<file path="src/rtl/dss_pkg.sv">
package dss_pkg;

    localparam int unsigned MAX_DELIM_DEFAULT = 8;
    localparam int unsigned DELIM_W           = 64;
    localparam int unsigned DLEN_W            = 4;
    localparam int unsigned SPLIT_W           = 16;
    localparam int unsigned CFG_IDX_W         = 2;

    typedef enum logic [CFG_IDX_W-1:0] {
        CFG_DELIM_BYTES = 2'd0,
        CFG_DELIM_LEN   = 2'd1,
        CFG_LIMIT_EN    = 2'd2,
        CFG_SPLIT_LIMIT = 2'd3
    } cfg_idx_t;

    typedef struct packed {
        logic [DELIM_W-1:0] delim_bytes;
        logic [DLEN_W-1:0]  delim_len;
        logic               limit_en;
        logic [SPLIT_W-1:0] split_limit;
    } cfg_t;

    typedef struct packed {
        logic       string_last;
        logic [7:0] data_byte;
    } item_t;

    typedef struct packed {
        logic       string_end;
        logic       piece_end;
        logic       has_byte;
        logic [7:0] out_byte;
    } res_t;

    typedef enum logic [1:0] {
        ST_IDLE,
        ST_PASS,
        ST_CHECK,
        ST_TAIL
    } back_state_t;

endpackage

</file>
<file path="src/rtl/dss_front.sv">
module dss_front (
    input  logic           aclk,
    input  logic           aresetn,
    input  logic           s_tvalid,
    output logic           s_tready,
    input  logic [7:0]     s_tdata,   // data_byte
    input  logic           s_tlast,   // string_last
    output logic           q_valid,
    output dss_pkg::item_t q_item,
    input  logic           q_pop
);
    import dss_pkg::*;

    item_t       slot_reg [2];
    logic        wr_ptr_reg, wr_ptr_next;
    logic        rd_ptr_reg, rd_ptr_next;
    logic [1:0]  cnt_reg, cnt_next;
    logic        push;
    logic        pop;

    assign s_tready = (cnt_reg != 2'd2);
    assign push     = s_tvalid && s_tready;
    assign q_valid  = (cnt_reg != 2'd0);
    assign pop      = q_pop && q_valid;
    assign q_item   = slot_reg[rd_ptr_reg];

    always_comb begin
        wr_ptr_next = push ? ~wr_ptr_reg : wr_ptr_reg;
        rd_ptr_next = pop ? ~rd_ptr_reg : rd_ptr_reg;
        cnt_next    = cnt_reg;
        if (push && !pop) begin
            cnt_next = cnt_reg + 2'd1;
        end else if (pop && !push) begin
            cnt_next = cnt_reg - 2'd1;
        end
    end

    always_ff @(posedge aclk) begin
        if (!aresetn) begin
            wr_ptr_reg <= 1'b0;
            rd_ptr_reg <= 1'b0;
            cnt_reg    <= 2'd0;
        end else begin
            wr_ptr_reg <= wr_ptr_next;
            rd_ptr_reg <= rd_ptr_next;
            cnt_reg    <= cnt_next;
        end
    end

    always_ff @(posedge aclk) begin
        if (push) begin
            slot_reg[wr_ptr_reg] <= '{string_last: s_tlast, data_byte: s_tdata};
        end
    end

endmodule

</file>
<file path="src/rtl/dss_back.sv">
module dss_back #(
    parameter int unsigned MAX_DELIMITER_BYTES = dss_pkg::MAX_DELIM_DEFAULT
) (
    input  logic           aclk,
    input  logic           aresetn,
    input  dss_pkg::cfg_t  cfg,
    input  logic           q_valid,
    input  dss_pkg::item_t q_item,
    output logic           q_pop,
    output logic           m_tvalid,
    input  logic           m_tready,
    output logic [7:0]     m_tdata,   // out_byte
    output logic [2:0]     m_tuser,   // has_byte, piece_end, string_end
    output logic           m_tlast    // run_last
);
    import dss_pkg::*;

    localparam int unsigned MAXD = MAX_DELIMITER_BYTES;
    localparam int unsigned CW   = $clog2(MAXD + 1);

    back_state_t         state_reg, state_next;
    logic [7:0]          hb_reg [MAXD];
    logic [CW-1:0]       mc_reg, mc_next;
    logic [SPLIT_W-1:0]  sp_reg, sp_next;
    logic [7:0]          byte_reg, byte_next;
    logic                last_reg, last_next;
    res_t                pend_reg;
    logic                pend_vld_reg;
    res_t                out_reg;
    logic                out_last_reg;
    logic                out_vld_reg;

    logic [DLEN_W-1:0]   len_eff;
    logic                passthru;
    logic                match_ok;
    logic                out_free;
    logic                advance;
    logic                emit;
    logic                finalize;
    logic                shift;
    logic                append;
    res_t                res_new;

    assign len_eff  = (cfg.delim_len > DLEN_W'(MAXD)) ? DLEN_W'(MAXD) : cfg.delim_len;
    assign passthru = (len_eff == '0) || (cfg.limit_en && (sp_reg >= cfg.split_limit));
    assign out_free = !out_vld_reg || m_tready;
    assign advance  = !pend_vld_reg || out_free;

    // held run still a prefix of the delimiter
    always_comb begin
        match_ok = (DLEN_W'(mc_reg) <= len_eff);
        for (int i = 0; i < MAXD; i++) begin
            if ((CW'(i) < mc_reg) && (hb_reg[i] != cfg.delim_bytes[8*i +: 8])) begin
                match_ok = 1'b0;
            end
        end
    end

    always_comb begin
        state_next = state_reg;
        mc_next    = mc_reg;
        sp_next    = sp_reg;
        byte_next  = byte_reg;
        last_next  = last_reg;
        emit       = 1'b0;
        finalize   = 1'b0;
        shift      = 1'b0;
        append     = 1'b0;
        q_pop      = 1'b0;
        res_new    = '0;
        case (state_reg)
            ST_IDLE: begin
                if (advance) begin
                    finalize = pend_vld_reg;
                    if (q_valid) begin
                        q_pop     = 1'b1;
                        byte_next = q_item.data_byte;
                        last_next = q_item.string_last;
                        if (passthru || (mc_reg == CW'(MAXD))) begin
                            state_next = ST_PASS;
                        end else begin
                            append     = 1'b1;
                            mc_next    = mc_reg + CW'(1);
                            state_next = ST_CHECK;
                        end
                    end
                end
            end
            ST_PASS: begin
                if (advance) begin
                    emit             = 1'b1;
                    res_new.has_byte = 1'b1;
                    if (mc_reg != '0) begin
                        res_new.out_byte = hb_reg[0];
                        shift            = 1'b1;
                        mc_next          = mc_reg - CW'(1);
                    end else begin
                        res_new.out_byte = byte_reg;
                        state_next       = last_reg ? ST_TAIL : ST_IDLE;
                    end
                end
            end
            ST_CHECK: begin
                if (advance) begin
                    if (match_ok) begin
                        if (DLEN_W'(mc_reg) == len_eff) begin
                            emit              = 1'b1;
                            res_new.piece_end = 1'b1;
                            mc_next           = '0;
                            if (sp_reg != '1) begin
                                sp_next = sp_reg + SPLIT_W'(1);
                            end
                        end
                        state_next = last_reg ? ST_TAIL : ST_IDLE;
                    end else begin
                        // release the oldest held byte, recheck the rest
                        emit             = 1'b1;
                        res_new.has_byte = 1'b1;
                        res_new.out_byte = hb_reg[0];
                        shift            = 1'b1;
                        mc_next          = mc_reg - CW'(1);
                        if (mc_reg == CW'(1)) begin
                            state_next = last_reg ? ST_TAIL : ST_IDLE;
                        end
                    end
                end
            end
            ST_TAIL: begin
                if (advance) begin
                    emit = 1'b1;
                    if (mc_reg != '0) begin
                        res_new.has_byte = 1'b1;
                        res_new.out_byte = hb_reg[0];
                        shift            = 1'b1;
                        mc_next          = mc_reg - CW'(1);
                    end else begin
                        res_new.piece_end  = 1'b1;
                        res_new.string_end = 1'b1;
                        sp_next            = '0;
                        state_next         = ST_IDLE;
                    end
                end
            end
            default: begin
                state_next = ST_IDLE;
            end
        endcase
    end

    always_ff @(posedge aclk) begin
        if (!aresetn) begin
            state_reg    <= ST_IDLE;
            mc_reg       <= '0;
            sp_reg       <= '0;
            pend_vld_reg <= 1'b0;
            out_vld_reg  <= 1'b0;
        end else begin
            state_reg <= state_next;
            mc_reg    <= mc_next;
            sp_reg    <= sp_next;
            if (emit) begin
                pend_vld_reg <= 1'b1;
            end else if (finalize) begin
                pend_vld_reg <= 1'b0;
            end
            if ((emit && pend_vld_reg) || finalize) begin
                out_vld_reg <= 1'b1;
            end else if (m_tready) begin
                out_vld_reg <= 1'b0;
            end
        end
    end

    // the newest result waits in pend_reg until it is known whether it ends the beat run
    always_ff @(posedge aclk) begin
        byte_reg <= byte_next;
        last_reg <= last_next;
        if (emit) begin
            pend_reg <= res_new;
        end
        if ((emit && pend_vld_reg) || finalize) begin
            out_reg      <= pend_reg;
            out_last_reg <= finalize;
        end
    end

    always_ff @(posedge aclk) begin
        for (int i = 0; i < MAXD; i++) begin
            if (shift) begin
                if (i + 1 < MAXD) begin
                    hb_reg[i] <= hb_reg[(i + 1) % MAXD];
                end
            end else if (append && (mc_reg == CW'(i))) begin
                hb_reg[i] <= byte_next;
            end
        end
    end

    assign m_tvalid = out_vld_reg;
    assign m_tdata  = out_reg.out_byte;
    assign m_tuser  = {out_reg.string_end, out_reg.piece_end, out_reg.has_byte};
    assign m_tlast  = out_last_reg;

endmodule

</file>
<file path="src/rtl/delimiter_stream_splitter_unit.sv">
// Splits a byte stream (one byte per s_ beat, s_tlast on the final byte of a string) into
// pieces at each leftmost, non-overlapping match of a delimiter of up to MAX_DELIMITER_BYTES
// bytes set through the cfg port (index 0 delimiter bytes, first byte in bits 7:0; 1 length,
// 0 = never split, values above the maximum are clamped; 2 limit enable; 3 split limit).
// Delimiter bytes are dropped; each split gives a mark beat (has_byte 0, piece_end 1) and the
// end of a string gives a mark with string_end 1 after any held bytes. m_tlast flags the last
// result beat caused by one input byte; a byte that may start a delimiter gives no beat until
// resolved. A two-entry input queue feeds a sequencer that makes at most one result per cycle
// while the output is not stalled: each byte is first loaded, then checked, with a further step for
// every held byte released or flushed. Write configuration only while the block is idle.
module delimiter_stream_splitter_unit #(
    parameter int unsigned MAX_DELIMITER_BYTES = dss_pkg::MAX_DELIM_DEFAULT
) (
    input  logic                           aclk,
    input  logic                           aresetn,
    input  logic                           s_tvalid,
    output logic                           s_tready,
    input  logic [7:0]                     s_tdata,    // data_byte
    input  logic                           s_tlast,    // string_last
    output logic                           m_tvalid,
    input  logic                           m_tready,
    output logic [7:0]                     m_tdata,    // out_byte
    output logic [2:0]                     m_tuser,    // has_byte, piece_end, string_end
    output logic                           m_tlast,    // run_last
    input  logic                           cfg_valid,
    output logic                           cfg_ready,
    input  logic [dss_pkg::CFG_IDX_W-1:0]  cfg_index,
    input  logic [dss_pkg::DELIM_W-1:0]    cfg_data
);
    import dss_pkg::*;

    cfg_t  cfg_reg;
    item_t q_item;
    logic  q_valid;
    logic  q_pop;

    assign cfg_ready = 1'b1;

    always_ff @(posedge aclk) begin
        if (!aresetn) begin
            cfg_reg <= '0;
        end else if (cfg_valid && cfg_ready) begin
            case (cfg_idx_t'(cfg_index))
                CFG_DELIM_BYTES: cfg_reg.delim_bytes <= cfg_data;
                CFG_DELIM_LEN:   cfg_reg.delim_len   <= cfg_data[DLEN_W-1:0];
                CFG_LIMIT_EN:    cfg_reg.limit_en    <= cfg_data[0];
                CFG_SPLIT_LIMIT: cfg_reg.split_limit <= cfg_data[SPLIT_W-1:0];
                default: begin
                end
            endcase
        end
    end

    dss_front u_front (
        .aclk     (aclk),
        .aresetn  (aresetn),
        .s_tvalid (s_tvalid),
        .s_tready (s_tready),
        .s_tdata  (s_tdata),
        .s_tlast  (s_tlast),
        .q_valid  (q_valid),
        .q_item   (q_item),
        .q_pop    (q_pop)
    );

    dss_back #(
        .MAX_DELIMITER_BYTES (MAX_DELIMITER_BYTES)
    ) u_back (
        .aclk     (aclk),
        .aresetn  (aresetn),
        .cfg      (cfg_reg),
        .q_valid  (q_valid),
        .q_item   (q_item),
        .q_pop    (q_pop),
        .m_tvalid (m_tvalid),
        .m_tready (m_tready),
        .m_tdata  (m_tdata),
        .m_tuser  (m_tuser),
        .m_tlast  (m_tlast)
    );

endmodule
</file>
<file path="config.mk">
export PLATFORM = sky130hd
export DESIGN_NAME = delimiter_stream_splitter_unit
export DESIGN_NICKNAME = d
export VERILOG_FILES = /design/src/rtl/dss_pkg.sv /design/src/rtl/dss_front.sv /design/src/rtl/dss_back.sv /design/src/rtl/delimiter_stream_splitter_unit.sv
export SDC_FILE = /design/constraint.sdc
export NUM_CORES = 1
export LEC_CHECK = 0
export BUFFER_PORTS_ARGS = -buffer_cell sky130_fd_sc_hd__clkbuf_2
export CORE_MARGIN = 5
export CORE_UTILIZATION = 45
export CTS_BUF_LIST = sky130_fd_sc_hd__clkbuf_8
export DETAILED_ROUTE_END_ITERATION = 16
export PLACE_DENSITY = 0.6
export SLEW_MARGIN = 10
export SYNTH_ARGS = -nofsm -noshare
export SYNTH_HDL_FRONTEND = slang
export SYNTH_SLANG_ARGS = --single-unit
</file>
<file path="constraint.sdc">
create_clock -name aclk -period 9.6 [get_ports aclk]
set_input_delay 0.48 -clock aclk [delete_from_list [all_inputs] [get_ports aclk]]
set_output_delay 0.48 -clock aclk [all_outputs]
set_load 0.005 [all_outputs]
</file>
After elaboration in Yosys (flattened, before gate mapping)
Memory sizes are Yosys's and may differ from the RTL's. A register that Yosys moved wholly into a read port is not among the register bits.
Cells that the tools add are included.
{"block": "classes", "addsub": 5, "multipliers": 0, "div": 0, "magnitude_cmp": 11, "eq_ne": 40, "shift": 0, "muxes": 115, "n_bitwise": 9, "reduce_logical": 52}
{"cell": "two-way mux 16 bit", "n": 6}
{"cell": "two-way mux 8 bit", "n": 12}
{"cell": "!= test 8 bit", "n": 8}
{"cell": "two-way mux 1 bit", "n": 61}
{"cell": "two-way mux 4 bit", "n": 9}
{"cell": "one-hot mux 16 bit (2 select lines)", "n": 1}
{"cell": "two-way mux 2 bit", "n": 14}
{"cell": "two-way mux 9 bit", "n": 3}
{"cell": "one-hot mux 9 bit (3 select lines)", "n": 1}
{"cell": "logical AND 1 bit", "n": 22}
{"cell": "two-way mux 10 bit", "n": 2}
{"cell": "!= test 2 x 1 -> 1 bit (second input constant)", "n": 9}
{"cell": "adder 16 x 1 -> 16 bit (second input constant)", "n": 1}
{"cell": "== test 4 x 3 -> 1 bit (second input constant)", "n": 4}
{"cell": ">= comparator 16 bit", "n": 1}
{"cell": "less-than comparator 3 x 4 -> 1 bit (first input constant)", "n": 4}
{"cell": "!= test 16 bit (second input constant)", "n": 1}
{"cell": "AND reduction 7 bit", "n": 2}
{"cell": "one-hot mux 4 bit (3 select lines)", "n": 1}
{"cell": "!= test 2 bit (second input constant)", "n": 5}
{"cell": "AND reduction 2 bit", "n": 5}
{"cell": "nonzero test 2 bit", "n": 5}
{"cell": "== test 2 bit (second input constant)", "n": 4}
{"cell": "== test 4 x 2 -> 1 bit (second input constant)", "n": 2}
{"cell": "28 further kinds", "n": 49}
{"block": "word_totals", "reg_bits": 145, "latchBits": 0, "ram_bits": 82, "romBits": 0, "input_bits": 80, "out_inout_bits": 15, "elab_cells": 257, "memories": 2}
{"memory": "u_back.hb_reg", "words": 8, "word_bits": 8, "rd": 8, "rd_clocked_by_memory_dff": 0, "write_ports": 7, "line_no": "dss_back.sv:22", "rtl": "logic [7:0] hb_reg [MAXD];"}
{"memory": "u_front.slot_reg", "words": 2, "word_bits": 9, "rd": 1, "rd_clocked_by_memory_dff": 1, "write_ports": 1, "line_no": "dss_front.sv:14", "rtl": "item_t slot_reg [2];"}

Depth between registers and ports, before layout
{"block": "depth", "ltp_word": 18, "depth_mapped": 13, "mapped_depth_nobuf": 11}

Modules after synthesis
A second synthesis with hierarchy kept.
{"block": "unflattened", "cells_unflattened": 993, "area_unflattened_um2": 11030.6}
{"mod": "dss_back", "n_inst": 1, "cells_per_inst": 590, "area_per_inst_um2": 6769.0, "seq_area_each_um2": 3283.1}
{"mod": "delimiter_stream_splitter_unit", "n_inst": 1, "cells_per_inst": 350, "area_per_inst_um2": 3380.7, "seq_area_each_um2": 1701.6}
{"mod": "dss_front", "n_inst": 1, "cells_per_inst": 53, "area_per_inst_um2": 880.8, "seq_area_each_um2": 640.6}

Worst setup path after synthesis
OpenSTA, ideal clock, no wires.
{"block": "synth_timing", "path_type": "reg-to-reg", "startpoint": "memory u_back.hb_reg[2][2] (netlist: u_back.hb_reg[0][18])", "endpoint": "memory u_back.hb_reg[7][0] (netlist: u_back.hb_reg[1][24]), enable pin", "setup_time_ps": 395, "arrival_ps": 3120, "required_time_ps": 9205, "slack_ps": 6085, "path_stages_with_launch": 9, "n_path_buf": 1, "synth_period_minus_slack_ps": 3515, "path_cell_list": "edfxtp_1 xnor2_1 nand4_1 or4_1 a2111o_1 nor4_2 a2111oi_4 buf_6 nor4_1"}
{"element": "start, declared", "line_no": "dss_back.sv:22"}

==> results.tsv <==
stage	metric	value	unit
critical_path	crit_type	register to register	
timing	setup_viol	0	
cells_and_area	stdcell_area	0.01198	mm²
global_routing	antenna_found_initial	0	
timing	hold_viol	0	
synthesis	synth-edff-count	106	
detailed_routing	detail-route-antenna-nets	0	
power_and_ir_drop	powerDensity	265.0	mW/mm²
timing	finalCritPeriodShare	39.98	%
critical_path	crit_fanout	11	
global_routing	gr-total-overflow	0	
cells_and_area	final_common_cell	nand2_1	
detailed_routing	routed_via_density	5.196	
timing	report.final.slew_viol_count	0	
critical_path	crit_family	compound AO/OA/AOI/OAI gates	
timing	tns	0	ns
synthesis	ys_seq_elements	228	
place	hpwl	17.54	mm
clocking	cts_root_buf	clkbuf_8	
timing	whs	0.1292	ns
detailed_routing	drt-initial-drc-count	434	
critical_path	crit_buf_inv	1	
synthesis	yosysSeqAreaShare	53.38	%
critical_path	arrival	4.14	ns
synthesis	synth_nets	1119	
synthesis	syn_avg_cell_area	10.45	µm²
floorplan	start_util	45.30	%
critical_path	slowest_delay	0.59	ns
floorplan	rows	56	
detailed_routing	routed_wl	24.69	mm
detailed_routing	drt-pass1-iter-count	5	
clocking	cts_resized	0	
clocking	clk_path_buf_depth	3	
cells_and_area	fin_nets	1213	
clocking	cts_tree	done	
cells_and_area	drive_above_1_share	19.68	%
timing	clock_skew	0.02429	ns
floorplan	core	0.02326	mm²
synthesis	synth_cell_types	61	
global_routing	grt_max_degree	65	
min_path	hp-class	input pin to register	
synthesis	synthArstFlopShare	0	%
clocking	clock_latency	0.55	ns
floorplan	io_pins	95	
clocking	path_clk_slew	0.06	ns
synthesis	synth_ff_type	dfxtp_1	
cells_and_area	areaGrowthSynthToFinish	13.71	%
critical_path	crit_chain	inv_1 -> ha_1 -> nand2_1 -> o21ai_0 -> a211o_1 -> a211o_1 -> a21oi_1 -> nand2_1 -> nor4_4 -> mux2_2	
clocking	cts_buffers	39	
cells_and_area	nFillCells	2218	
timing	min_period	3.838	ns
cells_and_area	largest_reg_flops	85	
global_routing	grt_pass1_vias	7494	
clocking	cts_hold_buf	0	
timing	worst_slew_pin_slew	1.123	ns
critical_path	startpoint_type	register	
place	io_buffers	93	
place	dpl_cell_area	0.01127	mm²
timing	fmax	260.6	MHz
synthesis	ys_warn_count	0	
global_routing	grt_pass1_wl	39.66	mm
synthesis	synth_cells	1008	
power_and_ir_drop	ir_drop	0.0001262	V
timing	relSlewSlack	25.12	%
critical_path	critPathCaptureType	register	
global_routing	grt_usage	18.64	%
job	cap_violations	0	
critical_path	required	9.90	ns
cells_and_area	final_cell_mix	nand2_1, a21oi_1, dfxtp_1	
clocking	post_cts_buffers	0	
clocking	htree_levels	2	
floorplan	die_h	163.0	µm
status	status	finished clean	
cells_and_area	insertedDiodeCount	0	
detailed_routing	dr_total_vias	7545	
floorplan	die-area	0.02658	mm²
detailed_routing	drc	0	
power_and_ir_drop	leakage	4.441	nW
place	place.gp.congestion	0.9278	
clocking	clock_sinks	228	
timing	rsz0062_at_grt	no	
detailed_routing	wl_per_cell	17.00	µm
floorplan	dieWidth	163.0	µm
synthesis	netlist_area	0.01054	mm²
critical_path	slowest_stage	dfxtp_1	
-- stage by stage --
| step | std cells | util [%] | setup slack [ns] | power, mW |
|---|---|---|---|---|
| floorplan | 1008 | - | 6.085 | 2.087 |
| global placement | 1380 | 48.45 | 5.994 | 2.376 |
| detailed placement | 1380 | 48.45 | 5.816 | 2.385 |
| CTS | 1452 | 51.51 | 5.826 | 3.203 |
| global route | 1452 | 51.51 | 5.593 | 3.355 |
| finish | 1452 | 51.51 | 5.762 | 3.176 |
-- per-layer routing --
layer  track usage, %  routed length (µm)  vias up
li1                 -                   -     3782
met1            25.35               11450     3559
met2            30.55               11570      156
met3            3.154                1080       48
met4            6.024                 595        0
met5                0                   0        -
-- worst register-to-register path: stages (launching register included) --
cell	delay [ns]
dfxtp_1	0.59
inv_1	0.17
ha_1	0.26
nand2_1	0.10
o21ai_0	0.11
a211o_1	0.33
a211o_1	0.28
a21oi_1	0.45
nand2_1	0.37
nor4_4	0.53
mux2_2	0.40
-- area by class of cell --
type	count	area [µm²]	share of cell area, %
Multi-Input combinational cell	701	4608	38.46
Sequential cell	228	5625	46.95
Clock buffer	40	550.5	4.594
Clock inverter	32	161.4	1.347
Timing Repair Buffer	100	518.0	4.323
Inverter	32	120.1	1.002
Tap cell	319	399.1	3.331
-- final timing paths --
path	from	to	slack (ns)	depth (start not counted)
setup reg to reg	u_back.mc_reg[1]$_SDFFE_PN0P_	u_back.hb_reg[1][14]$_DFFE_PP_	5.76	10
setup / recovery	u_back.mc_reg[1]$_SDFFE_PN0P_	u_back.hb_reg[1][14]$_DFFE_PP_	5.76	10
hold reg to reg	u_back.pend_reg[7]$_DFFE_PP_	u_back.m_tdata[7]$_DFFE_PP_	0.42	0
hold / removal	s_tdata[0]	u_front.slot_reg[1][0]$_DFFE_PP_	0.13	1
-- synthesized netlist by cell type (5+ instances only) --
cell      count  share of area (%)
nand2_1     184                6.6
a21oi_1     123                5.8
dfxtp_1     122                 23
edfxtp_1    106                 30
mux2_2       57                6.1
clkbuf_1     40                1.4
xnor2_1      37                3.1
xor2_1       33                2.7
inv_1        32                1.1
nor2_1       32                1.1
ha_1         31                3.7
o21ai_0      24                1.1
mux2i_1      16                1.5
nand3_1      15               0.71
nand4_1      15               0.89
and3_1       11               0.65
a211oi_1      9               0.64
nor4_1        9               0.53
or4_1         9               0.64
a22o_1        8               0.66
o31ai_1       8               0.57
or3_1         8               0.47
nor2b_1       5               0.30
nor3_1        5               0.24
-- cell families after synthesis --
family / Yosys count / share of synthesized area (%)
AOI/OAI and AO/OA: 203 / 11.66
xor gates and xnor gates: 70 / 5.818
adders and majority gates: 31 / 3.681
buffers and inverters: 79 / 2.933
DFF: 228 / 53.38
muxes: 73 / 7.611
other: 1 / 0.03559
and+or+nand+nor: 323 / 14.88
-- power breakdown --
part,leakage (nW),internal (mW),switching [mW]
registers,1.98,1.31,0.163
clock network,0.428,0.415,0.391
logic,2.04,0.336,0.557
total,4.44,2.06,1.11
No activity file was read; power rests on OpenSTA's default activity.
